`src/hw/rtl/lsc_pkg.sv`:
```
`timescale 1ns / 1ps
`default_nettype none

package lsc_pkg;

    localparam int MAX_BANK = 32;

    typedef enum logic [2:0] {
        CMD_TICK       = 3'd0,
        CMD_UNLOCK     = 3'd1,
        CMD_CHARGE_ON  = 3'd2,
        CMD_CHARGE_OFF = 3'd3,
        CMD_DOOR       = 3'd4
    } cmd_t;

    typedef enum logic [1:0] {
        KIND_UPDATE    = 2'd0,
        KIND_FORWARD   = 2'd1,
        KIND_DOOR      = 2'd2,
        KIND_PULSE_END = 2'd3
    } kind_t;

    typedef enum logic [1:0] {
        LED_GREEN = 2'd0,
        LED_BLUE  = 2'd1,
        LED_AMBER = 2'd2
    } led_t;

    localparam logic REG_PULSE_TICKS    = 1'b0;
    localparam logic REG_HIGHEST_REMOTE = 1'b1;

    localparam logic [15:0] PULSE_TICKS_RESET    = 16'd200;
    localparam logic [5:0]  HIGHEST_REMOTE_RESET = 6'd38;

    // External ids of the local slots, by position.
    localparam logic [5:0] ID_TABLE [MAX_BANK] = '{
        6'd1,  6'd2,  6'd3,  6'd4,  6'd9,  6'd10, 6'd11, 6'd12,
        6'd13, 6'd19, 6'd20, 6'd21, 6'd22, 6'd23, 6'd29, 6'd30,
        6'd31, 6'd32, 6'd33, 6'd40, 6'd41, 6'd42, 6'd43, 6'd44,
        6'd45, 6'd46, 6'd47, 6'd48, 6'd49, 6'd50, 6'd51, 6'd52
    };

    // Commands from the controller to the datapath.
    typedef struct packed {
        logic latch_in;
        logic ptr_hit;
        logic ptr_door;
        logic ptr_clear;
        logic ptr_inc;
        logic cmd_apply;
        logic build_slot;
        logic build_fwd;
        logic door_commit;
        logic tick_rd;
        logic tick_step;
        logic push_last;
    } ctl_cmd_t;

    // Status from the datapath to the controller.
    typedef struct packed {
        cmd_t cmd;
        logic hit;
        logic fwd_ok;
        logic door_ok;
        logic tick_stall;
        logic ptr_last;
        logic hold_valid;
        logic out_free;
    } dp_status_t;

    function automatic led_t led_of(input logic locked, input logic charging);
        led_t led;
        if (!locked) begin
            led = LED_GREEN;
        end else if (charging) begin
            led = LED_BLUE;
        end else begin
            led = LED_AMBER;
        end
        return led;
    endfunction

endpackage

`default_nettype wire

```
`src/hw/rtl/locker_slot_controller.sv`:
```
`timescale 1ns / 1ps
`default_nettype none

// Locker slot controller.
// Requests arrive on the s_ channel (valid/ready) and carry a selector: tick,
// unlock, charge on, charge off or door sample. Results leave on the m_
// channel (valid/ready); m_last marks the final result of a request, and a
// request may give none. Configuration is written through cfg_we, cfg_index
// and cfg_wdata (index 0 pulse length in ticks, index 1 highest remote id);
// the user must write only while the block is idle; the block does not check.
// One request is handled at a time. A command for a local slot passes the
// decode, apply, build and finish states; a forward goes from decode to
// finish, and an ignored id or selector returns to idle from decode. A door
// sample with a change passes decode, door check and finish, and without one
// returns to idle after the door check. A tick walks the slots one by one,
// reading, then updating, each entry of the single-port elapsed-time memory.
// When the receiver stalls, one result waits in the output register and a
// second is held inside; the walk then pauses at the slot that produced a
// third until the output register frees up.
// Reset (aresetn, synchronous, active low) unlocks every slot, stops charging
// and all pulses, sets all door levels high and restores the default
// configuration; no clearing pass is needed.
module locker_slot_controller #(
    parameter int NUM_SLOTS = 19
) (
    input  wire         aclk,
    input  wire         aresetn,
    input  wire         cfg_we,
    input  wire         cfg_index,
    input  wire  [15:0] cfg_wdata,
    input  wire         s_valid,
    output logic        s_ready,
    input  wire  [2:0]  s_cmd,
    input  wire  [5:0]  s_slot_id,
    input  wire  [4:0]  s_local_index,
    input  wire         s_door_first,
    input  wire         s_door_confirm,
    output logic        m_valid,
    input  wire         m_ready,
    output logic [1:0]  m_kind,
    output logic [5:0]  m_out_slot_id,
    output logic        m_lock_drive,
    output logic        m_charge_drive,
    output logic [1:0]  m_led_color,
    output logic        m_door_level,
    output logic        m_last
);

    lsc_pkg::ctl_cmd_t   ctl;
    lsc_pkg::dp_status_t status;

    lsc_ctrl u_ctrl (
        .aclk    (aclk),
        .aresetn (aresetn),
        .s_valid (s_valid),
        .s_ready (s_ready),
        .status  (status),
        .ctl     (ctl)
    );

    lsc_datapath #(
        .NUM_SLOTS (NUM_SLOTS)
    ) u_datapath (
        .aclk           (aclk),
        .aresetn        (aresetn),
        .cfg_we         (cfg_we),
        .cfg_index      (cfg_index),
        .cfg_wdata      (cfg_wdata),
        .s_cmd          (s_cmd),
        .s_slot_id      (s_slot_id),
        .s_local_index  (s_local_index),
        .s_door_first   (s_door_first),
        .s_door_confirm (s_door_confirm),
        .m_valid        (m_valid),
        .m_ready        (m_ready),
        .m_kind         (m_kind),
        .m_out_slot_id  (m_out_slot_id),
        .m_lock_drive   (m_lock_drive),
        .m_charge_drive (m_charge_drive),
        .m_led_color    (m_led_color),
        .m_door_level   (m_door_level),
        .m_last         (m_last),
        .ctl            (ctl),
        .status         (status)
    );

endmodule

`default_nettype wire

```
`src/hw/rtl/lsc_ctrl.sv`:
```
`timescale 1ns / 1ps
`default_nettype none

module lsc_ctrl (
    input  wire                 aclk,
    input  wire                 aresetn,
    input  wire                 s_valid,
    output logic                s_ready,
    input  lsc_pkg::dp_status_t status,
    output lsc_pkg::ctl_cmd_t   ctl
);

    typedef enum logic [7:0] {
        ST_IDLE      = 8'b0000_0001,
        ST_DECODE    = 8'b0000_0010,
        ST_CMD_APPLY = 8'b0000_0100,
        ST_CMD_BUILD = 8'b0000_1000,
        ST_DOOR_CHK  = 8'b0001_0000,
        ST_TICK_RD   = 8'b0010_0000,
        ST_TICK_CHK  = 8'b0100_0000,
        ST_FINISH    = 8'b1000_0000
    } state_t;

    state_t state_reg;
    state_t state_next;

    always_ff @(posedge aclk) begin
        if (!aresetn) begin
            state_reg <= ST_IDLE;
        end else begin
            state_reg <= state_next;
        end
    end

    assign s_ready = (state_reg == ST_IDLE);

    always_comb begin
        state_next = state_reg;
        ctl        = '0;
        unique case (state_reg)
            ST_IDLE: begin
                if (s_valid) begin
                    ctl.latch_in = 1'b1;
                    state_next   = ST_DECODE;
                end
            end
            ST_DECODE: begin
                unique case (status.cmd)
                    lsc_pkg::CMD_TICK: begin
                        ctl.ptr_clear = 1'b1;
                        state_next    = ST_TICK_RD;
                    end
                    lsc_pkg::CMD_UNLOCK, lsc_pkg::CMD_CHARGE_ON,
                    lsc_pkg::CMD_CHARGE_OFF: begin
                        if (status.hit) begin
                            ctl.ptr_hit = 1'b1;
                            state_next  = ST_CMD_APPLY;
                        end else if (status.fwd_ok) begin
                            ctl.build_fwd = 1'b1;
                            state_next    = ST_FINISH;
                        end else begin
                            state_next = ST_IDLE;
                        end
                    end
                    lsc_pkg::CMD_DOOR: begin
                        ctl.ptr_door = 1'b1;
                        state_next   = ST_DOOR_CHK;
                    end
                    default: begin
                        state_next = ST_IDLE;
                    end
                endcase
            end
            ST_CMD_APPLY: begin
                ctl.cmd_apply = 1'b1;
                state_next    = ST_CMD_BUILD;
            end
            ST_CMD_BUILD: begin
                ctl.build_slot = 1'b1;
                state_next     = ST_FINISH;
            end
            ST_DOOR_CHK: begin
                if (status.door_ok) begin
                    ctl.door_commit = 1'b1;
                    state_next      = ST_FINISH;
                end else begin
                    state_next = ST_IDLE;
                end
            end
            ST_TICK_RD: begin
                ctl.tick_rd = 1'b1;
                state_next  = ST_TICK_CHK;
            end
            ST_TICK_CHK: begin
                // A finished pulse cannot be taken while both the held result
                // and the output register are occupied; the slot is retried.
                if (!status.tick_stall) begin
                    ctl.tick_step = 1'b1;
                    if (status.ptr_last) begin
                        state_next = ST_FINISH;
                    end else begin
                        ctl.ptr_inc = 1'b1;
                        state_next  = ST_TICK_RD;
                    end
                end
            end
            ST_FINISH: begin
                if (!status.hold_valid) begin
                    state_next = ST_IDLE;
                end else if (status.out_free) begin
                    ctl.push_last = 1'b1;
                    state_next    = ST_IDLE;
                end
            end
            default: begin
                state_next = ST_IDLE;
            end
        endcase
    end

    a_idle_no_held: assert property (@(posedge aclk) disable iff (!aresetn)
        (state_reg == ST_IDLE) |-> !status.hold_valid)
        else $error("held result left behind when returning to idle");

    a_finish_drains: assert property (@(posedge aclk) disable iff (!aresetn)
        (state_reg == ST_FINISH && status.hold_valid && status.out_free)
            |=> state_reg == ST_IDLE)
        else $error("final result not released from finish state");

    a_stall_only_tick: assert property (@(posedge aclk) disable iff (!aresetn)
        (state_reg == ST_TICK_CHK && status.tick_stall) |=> state_reg == ST_TICK_CHK)
        else $error("stalled slot check left before completing");

endmodule

`default_nettype wire

```
`src/hw/rtl/lsc_datapath.sv`:
```
`timescale 1ns / 1ps
`default_nettype none

module lsc_datapath #(
    parameter int NUM_SLOTS = 19
) (
    input  wire                 aclk,
    input  wire                 aresetn,
    input  wire                 cfg_we,
    input  wire                 cfg_index,
    input  wire  [15:0]         cfg_wdata,
    input  wire  [2:0]          s_cmd,
    input  wire  [5:0]          s_slot_id,
    input  wire  [4:0]          s_local_index,
    input  wire                 s_door_first,
    input  wire                 s_door_confirm,
    output logic                m_valid,
    input  wire                 m_ready,
    output logic [1:0]          m_kind,
    output logic [5:0]          m_out_slot_id,
    output logic                m_lock_drive,
    output logic                m_charge_drive,
    output logic [1:0]          m_led_color,
    output logic                m_door_level,
    output logic                m_last,
    input  lsc_pkg::ctl_cmd_t   ctl,
    output lsc_pkg::dp_status_t status
);

    localparam int IDX_W = (NUM_SLOTS > 1) ? $clog2(NUM_SLOTS) : 1;
    localparam logic [IDX_W-1:0] LAST_IDX = IDX_W'(NUM_SLOTS - 1);
    localparam logic [5:0] NUM_SLOTS_W6 = 6'(NUM_SLOTS);

    // Configuration.
    logic [15:0] pulse_ticks_reg;
    logic [5:0]  highest_remote_reg;

    always_ff @(posedge aclk) begin
        if (!aresetn) begin
            pulse_ticks_reg    <= lsc_pkg::PULSE_TICKS_RESET;
            highest_remote_reg <= lsc_pkg::HIGHEST_REMOTE_RESET;
        end else if (cfg_we) begin
            unique case (cfg_index)
                lsc_pkg::REG_PULSE_TICKS:    pulse_ticks_reg    <= cfg_wdata;
                lsc_pkg::REG_HIGHEST_REMOTE: highest_remote_reg <= cfg_wdata[5:0];
                default: ;
            endcase
        end
    end

    // Request capture.
    lsc_pkg::cmd_t cmd_reg;
    logic [5:0]    id_reg;
    logic [4:0]    local_index_reg;
    logic          first_reg;
    logic          confirm_reg;

    always_ff @(posedge aclk) begin
        if (ctl.latch_in) begin
            cmd_reg         <= lsc_pkg::cmd_t'(s_cmd);
            id_reg          <= s_slot_id;
            local_index_reg <= s_local_index;
            first_reg       <= s_door_first;
            confirm_reg     <= s_door_confirm;
        end
    end

    // Id lookup against the constant table; ids are distinct.
    logic             hit;
    logic [IDX_W-1:0] hit_idx;

    always_comb begin
        hit     = 1'b0;
        hit_idx = '0;
        for (int i = NUM_SLOTS - 1; i >= 0; i--) begin
            if (lsc_pkg::ID_TABLE[i] == id_reg) begin
                hit     = 1'b1;
                hit_idx = IDX_W'(i);
            end
        end
    end

    // Slot pointer: every per-slot read and write goes through it.
    logic [IDX_W-1:0] ptr_reg;

    always_ff @(posedge aclk) begin
        if (!aresetn) begin
            ptr_reg <= '0;
        end else if (ctl.ptr_clear) begin
            ptr_reg <= '0;
        end else if (ctl.ptr_hit) begin
            ptr_reg <= hit_idx;
        end else if (ctl.ptr_door) begin
            ptr_reg <= local_index_reg[IDX_W-1:0];
        end else if (ctl.ptr_inc) begin
            ptr_reg <= ptr_reg + 1'b1;
        end
    end

    // Per-slot flags.
    logic [NUM_SLOTS-1:0] locked_reg;
    logic [NUM_SLOTS-1:0] charging_reg;
    logic [NUM_SLOTS-1:0] pulsing_reg;
    logic [NUM_SLOTS-1:0] door_reg;

    logic cur_locked;
    logic cur_charging;
    logic cur_pulsing;
    logic cur_door;

    assign cur_locked   = locked_reg[ptr_reg];
    assign cur_charging = charging_reg[ptr_reg];
    assign cur_pulsing  = pulsing_reg[ptr_reg];
    assign cur_door     = door_reg[ptr_reg];

    // Elapsed pulse time, one entry per slot. Only used while the slot is
    // pulsing, and unlock zeroes it, so it needs no reset.
    logic [15:0] elapsed_mem [NUM_SLOTS];
    logic [15:0] elapsed_rd_reg;
    logic [15:0] elapsed_inc;
    logic        mem_we;
    logic [15:0] mem_wdata;
    logic        pulse_end;

    assign elapsed_inc = (elapsed_rd_reg == 16'hFFFF) ? elapsed_rd_reg
                                                      : elapsed_rd_reg + 16'd1;
    assign pulse_end   = cur_pulsing && (elapsed_inc >= pulse_ticks_reg);

    assign mem_we    = (ctl.tick_step && cur_pulsing) ||
                       (ctl.cmd_apply && cmd_reg == lsc_pkg::CMD_UNLOCK);
    assign mem_wdata = ctl.tick_step ? elapsed_inc : 16'd0;

    always_ff @(posedge aclk) begin
        if (mem_we) begin
            elapsed_mem[ptr_reg] <= mem_wdata;
        end
        if (ctl.tick_rd) begin
            elapsed_rd_reg <= elapsed_mem[ptr_reg];
        end
    end

    // Door check.
    logic door_in_range;
    logic door_ok;

    assign door_in_range = {1'b0, local_index_reg} < NUM_SLOTS_W6;
    assign door_ok       = door_in_range && (first_reg != cur_door) &&
                           (confirm_reg == first_reg);

    always_ff @(posedge aclk) begin
        if (!aresetn) begin
            locked_reg   <= '0;
            charging_reg <= '0;
            pulsing_reg  <= '0;
            door_reg     <= '1;
        end else begin
            if (ctl.cmd_apply) begin
                unique case (cmd_reg)
                    lsc_pkg::CMD_UNLOCK: begin
                        locked_reg[ptr_reg]   <= 1'b0;
                        charging_reg[ptr_reg] <= 1'b0;
                        pulsing_reg[ptr_reg]  <= 1'b1;
                    end
                    lsc_pkg::CMD_CHARGE_ON: begin
                        locked_reg[ptr_reg]   <= 1'b1;
                        charging_reg[ptr_reg] <= 1'b1;
                    end
                    lsc_pkg::CMD_CHARGE_OFF: begin
                        charging_reg[ptr_reg] <= 1'b0;
                    end
                    default: ;
                endcase
            end
            if (ctl.tick_step && pulse_end) begin
                pulsing_reg[ptr_reg] <= 1'b0;
            end
            if (ctl.door_commit) begin
                door_reg[ptr_reg] <= first_reg;
            end
        end
    end

    // One result is held back so that the last one of a request can be
    // marked once the walk is over.
    logic        hold_valid_reg;
    logic [1:0]  hold_kind_reg;
    logic [5:0]  hold_id_reg;
    logic        hold_lock_reg;
    logic        hold_chg_reg;
    logic [1:0]  hold_led_reg;
    logic        hold_door_reg;

    logic out_free;
    logic push_mid;
    logic push_any;
    logic new_hold;

    assign out_free = !m_valid || m_ready;
    assign push_mid = ctl.tick_step && pulse_end && hold_valid_reg;
    assign push_any = push_mid || ctl.push_last;
    assign new_hold = ctl.build_slot || ctl.build_fwd || ctl.door_commit ||
                      (ctl.tick_step && pulse_end);

    always_ff @(posedge aclk) begin
        if (!aresetn) begin
            hold_valid_reg <= 1'b0;
        end else if (new_hold) begin
            hold_valid_reg <= 1'b1;
        end else if (ctl.push_last) begin
            hold_valid_reg <= 1'b0;
        end
    end

    always_ff @(posedge aclk) begin
        if (ctl.build_fwd) begin
            hold_kind_reg <= lsc_pkg::KIND_FORWARD;
            hold_id_reg   <= id_reg;
            hold_lock_reg <= 1'b0;
            hold_chg_reg  <= 1'b0;
            hold_led_reg  <= lsc_pkg::LED_GREEN;
            hold_door_reg <= 1'b0;
        end else if (new_hold) begin
            hold_id_reg   <= lsc_pkg::ID_TABLE[ptr_reg];
            hold_chg_reg  <= cur_charging;
            hold_led_reg  <= lsc_pkg::led_of(cur_locked, cur_charging);
            if (ctl.door_commit) begin
                hold_kind_reg <= lsc_pkg::KIND_DOOR;
                hold_lock_reg <= cur_pulsing;
                hold_door_reg <= first_reg;
            end else if (ctl.build_slot) begin
                hold_kind_reg <= lsc_pkg::KIND_UPDATE;
                hold_lock_reg <= cur_pulsing;
                hold_door_reg <= 1'b0;
            end else begin
                hold_kind_reg <= lsc_pkg::KIND_PULSE_END;
                hold_lock_reg <= 1'b0;
                hold_door_reg <= 1'b0;
            end
        end
    end

    // Output register.
    logic m_valid_reg;

    always_ff @(posedge aclk) begin
        if (!aresetn) begin
            m_valid_reg <= 1'b0;
        end else if (push_any) begin
            m_valid_reg <= 1'b1;
        end else if (m_ready) begin
            m_valid_reg <= 1'b0;
        end
    end

    always_ff @(posedge aclk) begin
        if (push_any) begin
            m_kind         <= hold_kind_reg;
            m_out_slot_id  <= hold_id_reg;
            m_lock_drive   <= hold_lock_reg;
            m_charge_drive <= hold_chg_reg;
            m_led_color    <= hold_led_reg;
            m_door_level   <= hold_door_reg;
            m_last         <= ctl.push_last;
        end
    end

    assign m_valid = m_valid_reg;

    always_comb begin
        status            = '0;
        status.cmd        = cmd_reg;
        status.hit        = hit;
        status.fwd_ok     = (id_reg != 6'd0) && (id_reg <= highest_remote_reg);
        status.door_ok    = door_ok;
        status.tick_stall = pulse_end && hold_valid_reg && !out_free;
        status.ptr_last   = (ptr_reg == LAST_IDX);
        status.hold_valid = hold_valid_reg;
        status.out_free   = out_free;
    end

    a_push_free: assert property (@(posedge aclk) disable iff (!aresetn)
        push_any |-> out_free)
        else $error("result pushed over an unaccepted result");

    a_stall_keeps_flags: assert property (@(posedge aclk) disable iff (!aresetn)
        (ctl.tick_step == 1'b0 && status.tick_stall) |=> $stable(pulsing_reg))
        else $error("pulse flags changed while a slot check was stalled");

    a_pulse_end_result: assert property (@(posedge aclk) disable iff (!aresetn)
        (ctl.tick_step && pulse_end) |=> hold_valid_reg &&
            hold_kind_reg == lsc_pkg::KIND_PULSE_END)
        else $error("ended pulse not captured as a result");

endmodule

`default_nettype wire
```
`config.mk`:
```
export PLATFORM = sky130hd
export DESIGN_NAME = locker_slot_controller
export DESIGN_NICKNAME = d
export VERILOG_FILES = /design/src/hw/rtl/lsc_pkg.sv /design/src/hw/rtl/locker_slot_controller.sv /design/src/hw/rtl/lsc_ctrl.sv /design/src/hw/rtl/lsc_datapath.sv
export SDC_FILE = /design/constraint.sdc
export NUM_CORES = 1
export LEC_CHECK = 0
export ABC_CLOCK_PERIOD_IN_PS = 7900
export BUFFER_PORTS_ARGS = -buffer_cell sky130_fd_sc_hd__buf_2
export CAP_MARGIN = 25
export CORE_MARGIN = 2
export CORE_UTILIZATION = 42
export CTS_BUF_LIST = sky130_fd_sc_hd__clkbuf_4
export DETAILED_ROUTE_END_ITERATION = 6
export MAX_ROUTING_LAYER = met4
export PLACE_DENSITY = 0.53
export SETUP_SLACK_MARGIN = 0.4
export SKIP_CTS_REPAIR_TIMING = 1
export SKIP_LAST_GASP = 1
export SYNTH_ARGS = -nofsm -noshare
export SYNTH_HDL_FRONTEND = slang
export SYNTH_SLANG_ARGS = --single-unit
```
`constraint.sdc`:
```
create_clock -name aclk -period 7.9 [get_ports aclk]
set_input_delay 0.395 -clock aclk [delete_from_list [all_inputs] [get_ports aclk]]
set_output_delay 0.395 -clock aclk [all_outputs]
set_load 0.005 [all_outputs]
```
==> results of run 1 <==
cells in the mapped netlist, types with 21 or more instances:
master | number | share of area (%)
a21oi_1 | 69 | 1.7
clkbuf_1 | 57 | 1.1
dfxtp_1 | 120 | 12
edfxtp_1 | 356 | 53
ha_1 | 31 | 1.9
inv_1 | 35 | 0.65
mux2_2 | 21 | 1.2
mux2i_1 | 29 | 1.4
mux4_2 | 92 | 10
nand2_1 | 123 | 2.3
nand3_1 | 38 | 0.93
nor2_1 | 82 | 1.5
nor3_1 | 22 | 0.54
o21ai_0 | 62 | 1.5
cell type report:
cell class                 count  area share (%)
multi-input combinational    828            29.2
antenna                        3          0.0319
clock buffer                 186            5.93
clock inverter                38            1.08
timing repair buffer         126            4.26
sequential                   476            55.7
inverter                      37           0.590
tap                          615            3.27
kinds of logic after synthesis:
| logic type | count (synthesis) | share of synthesized area (%) |
|---|---|---|
| DFF | 476 | 64.3 |
| xor gates and xnor gates | 15 | 0.646 |
| muxes | 146 | 13.3 |
| adders and majority gates | 31 | 1.91 |
| and+or+nand+nor | 376 | 8.91 |
| AOI/OAI and AO/OA | 260 | 8.49 |
| buffers and inverters | 119 | 2.42 |
final timing paths:
check	start	endpoint	slack (ps)	depth (start not counted)
min	aresetn	u_datapath.door_reg[12]$_SDFFE_PN1P_	120	3
min reg2reg	u_datapath.hold_id_reg[5]$_DFFE_PP_	u_datapath.m_out_slot_id[5]$_DFFE_PP_	400	0
max	u_datapath.elapsed_rd_reg[0]$_DFFE_PP_	u_datapath.elapsed_mem[6][15]$_DFFE_PP_	2490	16
max reg2reg	u_datapath.elapsed_rd_reg[0]$_DFFE_PP_	u_datapath.elapsed_mem[6][15]$_DFFE_PP_	2490	16
worst reg2reg max path, delay by kind of cell (launching register included):
| kind | cells | cell delay [ps] |
|---|---|---|
| and+or+nand+nor | 7 | 2510 |
| AOI/OAI and AO/OA | 4 | 990 |
| xor gates and xnor gates | 1 | 150 |
| adders and majority gates | 2 | 490 |
| buffers and inverters | 2 | 470 |
| DFF | 1 | 400 |
power by group through the flow:
stage / registers [mW] / logic, mW / clock network [mW]
after floorplan: 2.75 / 0.0865 / 0
after global placement: 2.76 / 0.113 / 0
after detailed placement: 2.76 / 0.116 / 0
after CTS: 2.71 / 0.116 / 2.29
after global routing: 2.71 / 0.148 / 2.42
final: 2.71 / 0.132 / 2.22
per-layer routing:
metal	vias to the layer above	track usage, %	wire length [um]
li1	5990	-	-
met5	-	-	0
met2	476	32.7	24800
met1	6540	31.6	25200
met4	0	6.77	781
met3	68	7.21	4100
metrics by stage:
stage / instances / cell area, um2 / util (%) / power (mW)
2_1_floorplan: 1423 / 20300 / - / 2.83
3_3_place_gp: 2028 / 21300 / 44.6 / 2.87
3_5_place_dp: 2031 / 21300 / 44.6 / 2.88
4_1_cts: 2255 / 23000 / 48.1 / 5.12
5_1_grt: 2309 / 23500 / 49.3 / 5.28
6_report: 2309 / 23500 / 49.3 / 5.06
cell usage in the layout (no fill, tap or decap), types with 16 or more instances in the layout:
| cell | n |
|---|---|
| edfxtp_1 | 356 |
| clkbuf_4 | 186 |
| nand2_1 | 123 |
| dfxtp_1 | 118 |
| mux4_2 | 92 |
| nor2_1 | 71 |
| a21oi_1 | 68 |
| o21ai_0 | 61 |
| buf_2 | 53 |
| dlygate4sd3_1 | 42 |
| nand3_1 | 38 |
| inv_1 | 35 |
| ha_1 | 31 |
| mux2i_1 | 29 |
| clkinv_1 | 26 |
| nor3_1 | 22 |
| mux2_2 | 21 |
| nor2_2 | 21 |
| buf_4 | 20 |
| o311ai_1 | 19 |
| or3_1 | 18 |
| o221a_2 | 16 |
| o21ai_1 | 16 |
==> results.txt, run 1 <==
Mapped Area: 20300 um2
Pin count of the biggest net entering global routing: 60
Minimum clock period: 5410 ps
Final worst slack: 2490 ps
Core ar.: 47700 um2
Synth Flop Type: edfxtp_1
Total gr overflow: 0
F_max: 0.185 GHz
# DRC: 0
CP delay by family, top: simple AND/OR/NAND/NOR gates
Clock root cell: clkbuf_4
Ys async rst share: 0%
Routability cong.: 0.868
Comb power frac: 2.6%
Final hold vios: 0
Share of cells above drive strength 1: 27.1%
Pre-CTS setup slack: 2470 ps
Sw Share: 22.5%
Vias in the first global route: 12600
Clk pwr share: 43.9%
Status: finished, final reports clean
Peak supply drop: 0.0000995 V
Clk slew on worst S/H paths: 70 ps
Setup TNS: 0 ps
Iteration-0 DRC Markers: 1116
RSZ-0062 raised after global routing: false
Hold WC Path Type: in -> reg
Nets: 1668
Routed vias/inst: 5.66
CP Buf/Inv Count: 2
Area grow syn2layout: 15.6%
Max reg flops: 304
Die width: 224 um
Worst Tran Pin Value: 1090 ps
DRT antenna net count: 0
Sequential fraction of the synthesis area: 64.3%
CP max-delay cell: nor2_2
Leak: 7.45 nW
Layout fillers: 4169
WL per Instance: 23.8 um
TritonCTS clock tree: done
Worst-case clock buffer depth: 3
Number of flops mapped to enable cells by yosys: 356
Final Skew: 57.2 ps
Initial DRT Pass Iterations: 5
Critical path capture point type: flop
Period utilization: 68.5%
Net Switching: 1.14 mW
IO Pins: 54
Power per cell area: 215 nW/um2
Warnings from Yosys: 0
Routed wire length: 54800 um
Worst EP arrival: 5940 ps
Initial core utilization: 42.6%
Hold Worst Slack: 124 ps
Area of the multi-input gates: 6860 um2
Crit path launch type: flop
Final setup violation count: 0
Sequential cell area: 13100 um2
First-pass GRT wire length: 81000 um
Worst-Skew Late Latency: 950 ps
Htree depth: 4
Vias post-DR: 13100
Syn avg cell area: 14.3 um2
Max-cap check violation count: 0
Post-synthesis cell count: 1423
P_int: 3.92 mW
Die Y-Extent: 224 um
Fin. max-slew vios: 0
# rows: 80
Critical Path Max Stage Delay: 780 ps
TritonCTS buffer count: 130
Slew headroom: 27.0%
Flops & latches, synth: 476
WS Path Type: reg -> reg
Dpl hpwl: 35600 um
Flop pwr share: 53.5%
Syn_nets: 1492
CP Data Required Time: 8430 ps
Port bufs: 53
Sink count of the clock tree: 476
Synth cell types: 72
Tot GR Track Use: 23.0%
CP max FO: 19
Antenna violations before repair: 3
Critical-path cell list: ha_1 > nand3_1 > or4_1 > and3_1 > nand3_1 > xnor2_1 > ha_1 > a21oi_1 > nor3_1 > or3_1 > a211oi_2 > o31ai_2 > buf_4 > o21a_1 > buf_4 > nor2_2
DIE AREA: 50200 um2
Power figures use the tool's default switching activity.
==> run 2, diff against run 1 <==
- ABC_AREA: unset -> 1
- ABC_CLOCK_PERIOD_IN_PS: 7900 -> 4800
- PLACE_DENSITY: 0.53 -> 0.56
- clock period: 7.9 -> 4.8 ns (I/O delays scaled with it)
==> results.txt, run 2 <==
Post-synthesis cell count: 2082
Sequential fraction of the synthesis area: 62.4%
Main combinational cell family by area after synthesis: simple AND/OR/NAND/NOR gates
Slew headroom: 24.1%
PnR Total Power: 9.77 mW
Synth Flop Type: edfxtp_1
TritonCTS buffer count: 120
Xor and xnor area share after synthesis: 0.251%
Worst-case clock buffer depth: 3
Nets: 2332
Routability cong.: 0.914
Worst Tran Pin Value: 1140 ps
Clk slew on worst S/H paths: 70 ps
Hold WC Path Type: in -> reg
Syn_nets: 2151
Hold-critical path endpoint: u_datapath.id_reg[4]$_DFFE_PP_
Final setup violation count: 0
Sink count of the clock tree: 476
WS Path Type: reg -> reg
Placed cell areas: 22000 um2
Setup TNS: 0 ps
IO Pins: 54
Hold_sp: s_slot_id[4]
Die width: 227 um
Synth cell types: 59
Flop pwr share: 47.5%
Leading cell types by count after synthesis: edfxtp_1 (356), nor2_1 (310), o21ai_0 (264)
DIE AREA: 51700 um2
Clk pwr share: 36.4%
Post-synth top area cell: edfxtp_1
RSZ-0062 raised after global routing: false
Area grow syn2layout: 16.5%
Peak supply drop: 0.000258 V
Antenna violations before repair: 3
Top-count cell post-synth: edfxtp_1
F_max: 0.252 GHz
Vias post-DR: 16400
Final Instance Count excl. Fillers: 3030
Ys async rst share: 0%
Warnings from Yosys: 0
Final hold vios: 0
Die Y-Extent: 227 um
Iteration-0 DRC Markers: 1797
Minimum clock period: 3970 ps
Critical-path cell list: ha_1 > nand3_1 > inv_1 > nand2_1 > nor2_1 > nor2_1 > nand2_1 > xor2_1 > inv_1 > ha_1 > nand2_1 > inv_1 > o21ai_0 > a21oi_1 > nor2_1 > nand3_2 > nand3_4 > nand2_4 > inv_2 > nand2_2 > nand2_8 > clkinv_8 > nor2_2 > buf_4
Net Switching: 2.92 mW
Synth area leaders: edfxtp_1 (51%), dfxtp_1 (11%), o21ai_0 (6.3%)
Crit path launch type: flop
# rows: 81
Fin. max-slew vios: 0
Reg2reg setup slack: 830 ps
Port bufs: 53
Share of the synthesized area in the top cell type: 51.0%
Adder-cell share of the synthesized area: 1.85%
TritonCTS clock tree: done
Tot GR Track Use: 24.6%
Hold Worst Slack: 72.2 ps
Mapped Area: 21000 um2
Power per cell area: 400 nW/um2
Flops & latches, synth: 476
Initial core utilization: 42.7%
Htree depth: 3
WL per Instance: 20.6 um
Share of cells above drive strength 1: 16.2%
DRT antenna net count: 0
Number of placed instances, taps included: 2740
# DRC: 0
Design Area, Final: 24400 um2
CP max FO: 15
Layout fillers: 4544
Reg2reg end: u_datapath.elapsed_mem[13][7]$_DFFE_PP_
Critical path capture point type: flop
Commonest non-fill, non-tap cell in the layout: edfxtp_1
Initial DRT Pass Iterations: 5
Syn avg cell area: 10.1 um2
Pin count of the biggest net entering global routing: 145
Worst-Skew Late Latency: 920 ps
Worst EP arrival: 4560 ps
Routed wire length: 62500 um
P_int: 6.84 mW
Critical R2R Launch: u_datapath.elapsed_rd_reg[0]$_DFFE_PP_
Reg2reg path depth: 24
Final Skew: 58.1 ps
Leak: 8.65 nW
Clock root cell: clkbuf_4
Routed vias/inst: 5.41
Sw Share: 29.9%
CP max-delay cell: edfxtp_1
Total gr overflow: 0
Core ar.: 49200 um2
Period utilization: 82.8%
CP Data Required Time: 5380 ps
Mux contribution to synthesized area: 0%
Hold depth: 2
Compound-Gate Fraction of Synth Area: 14.4%
Post-Synth Simple-Gate Area: 15.1%
Status: finished, final reports clean
Number of flops mapped to enable cells by yosys: 356
Dpl hpwl: 40000 um
First-pass GRT wire length: 91200 um
Comb power frac: 16.1%
Vias in the first global route: 15200
Max-cap check violation count: 0
Critical Path Max Stage Delay: 430 ps
Max reg flops: 304
Most frequent cells in the layout: edfxtp_1 (356), nor2_1 (301), o21ai_0 (264)
==> run 2: final cells by class <==
| cell class | instances | area, um2 | share of cell area (%) |
|---|---|---|---|
| Multi-Input combinational cell | 1305 | 6730 | 27.5 |
| Tap cell | 664 | 831 | 3.40 |
| Clock inverter | 46 | 303 | 1.24 |
| Antenna cell | 5 | 12.5 | 0.0512 |
| Sequential cell | 476 | 13100 | 53.6 |
| Timing Repair Buffer | 157 | 1360 | 5.58 |
| Inverter | 201 | 769 | 3.15 |
| Clock buffer | 174 | 1310 | 5.35 |
| Timing Repair inverter | 2 | 20.0 | 0.0819 |
==> run 2: cell families after synthesis <==
logic type | Yosys count
and+or+nand+nor | 719
DFF | 476
AOI/OAI and AO/OA | 549
adders and majority gates | 31
xor gates and xnor gates | 6
buffers and inverters | 301
==> run 2: per-stage QoR <==
step | setup slack, ps | util [%]
after floorplan | 931 | -
after global placement | 412 | 44.7
after detailed placement | 367 | 44.7
after CTS | 337 | 48.0
after global routing | 451 | 49.7
final | 827 | 49.7
==> run 2: worst max-delay path by stage <==
stage	startpoint	slack [ps]	end	cells after the start
6_report	u_datapath.elapsed_rd_reg[0]$_DFFE_PP_	830	u_datapath.elapsed_mem[13][7]$_DFFE_PP_	24
4_1_cts	u_datapath.elapsed_rd_reg[0]$_DFFE_PP_	340	u_datapath.elapsed_mem[1][13]$_DFFE_PP_	22
3_3_place_gp	u_datapath.elapsed_rd_reg[0]$_DFFE_PP_	410	u_datapath.elapsed_mem[1][8]$_DFFE_PP_	22
3_5_place_dp	u_datapath.elapsed_rd_reg[0]$_DFFE_PP_	370	u_datapath.elapsed_mem[1][12]$_DFFE_PP_	22
2_1_floorplan	u_datapath.elapsed_rd_reg[0]$_DFFE_PP_	930	u_datapath.elapsed_mem[10][0]$_DFFE_PP_	22
5_1_grt	u_datapath.elapsed_rd_reg[0]$_DFFE_PP_	450	u_datapath.elapsed_mem[13][10]$_DFFE_PP_	23
==> run 2: worst max-delay path: cells and delay by family (launching register included) <==
kind | cells | cell delay, ps
buffers and inverters | 6 | 680
AND/OR/NAND/NOR | 13 | 1640
XOR/XNOR | 1 | 220
flip-flops | 1 | 430
adder cells (fa/ha/maj) | 2 | 560
AO/OA/AOI/OAI | 2 | 140
==> run 2: metal layers <==
metal	track usage, %	vias up	part of all wire [%]	wire [um]
met3	5.56	139	8.0	5020
met2	36.9	700	45	28200
li1	-	7732	-	-
met5	-	-	0	0
met1	32.6	7820	43	27100
met4	9.57	0	3.3	2070
==> run 2: power groups by stage <==
stage | Sequential [mW] | Combinational [mW] | Clock, mW
after detailed placement | 4.73 | 1.51 | 0
after CTS | 4.64 | 1.52 | 3.66
after global placement | 4.73 | 1.51 | 0
after floorplan | 4.67 | 0.993 | 0
after global routing | 4.65 | 1.72 | 3.88
final | 4.64 | 1.57 | 3.55
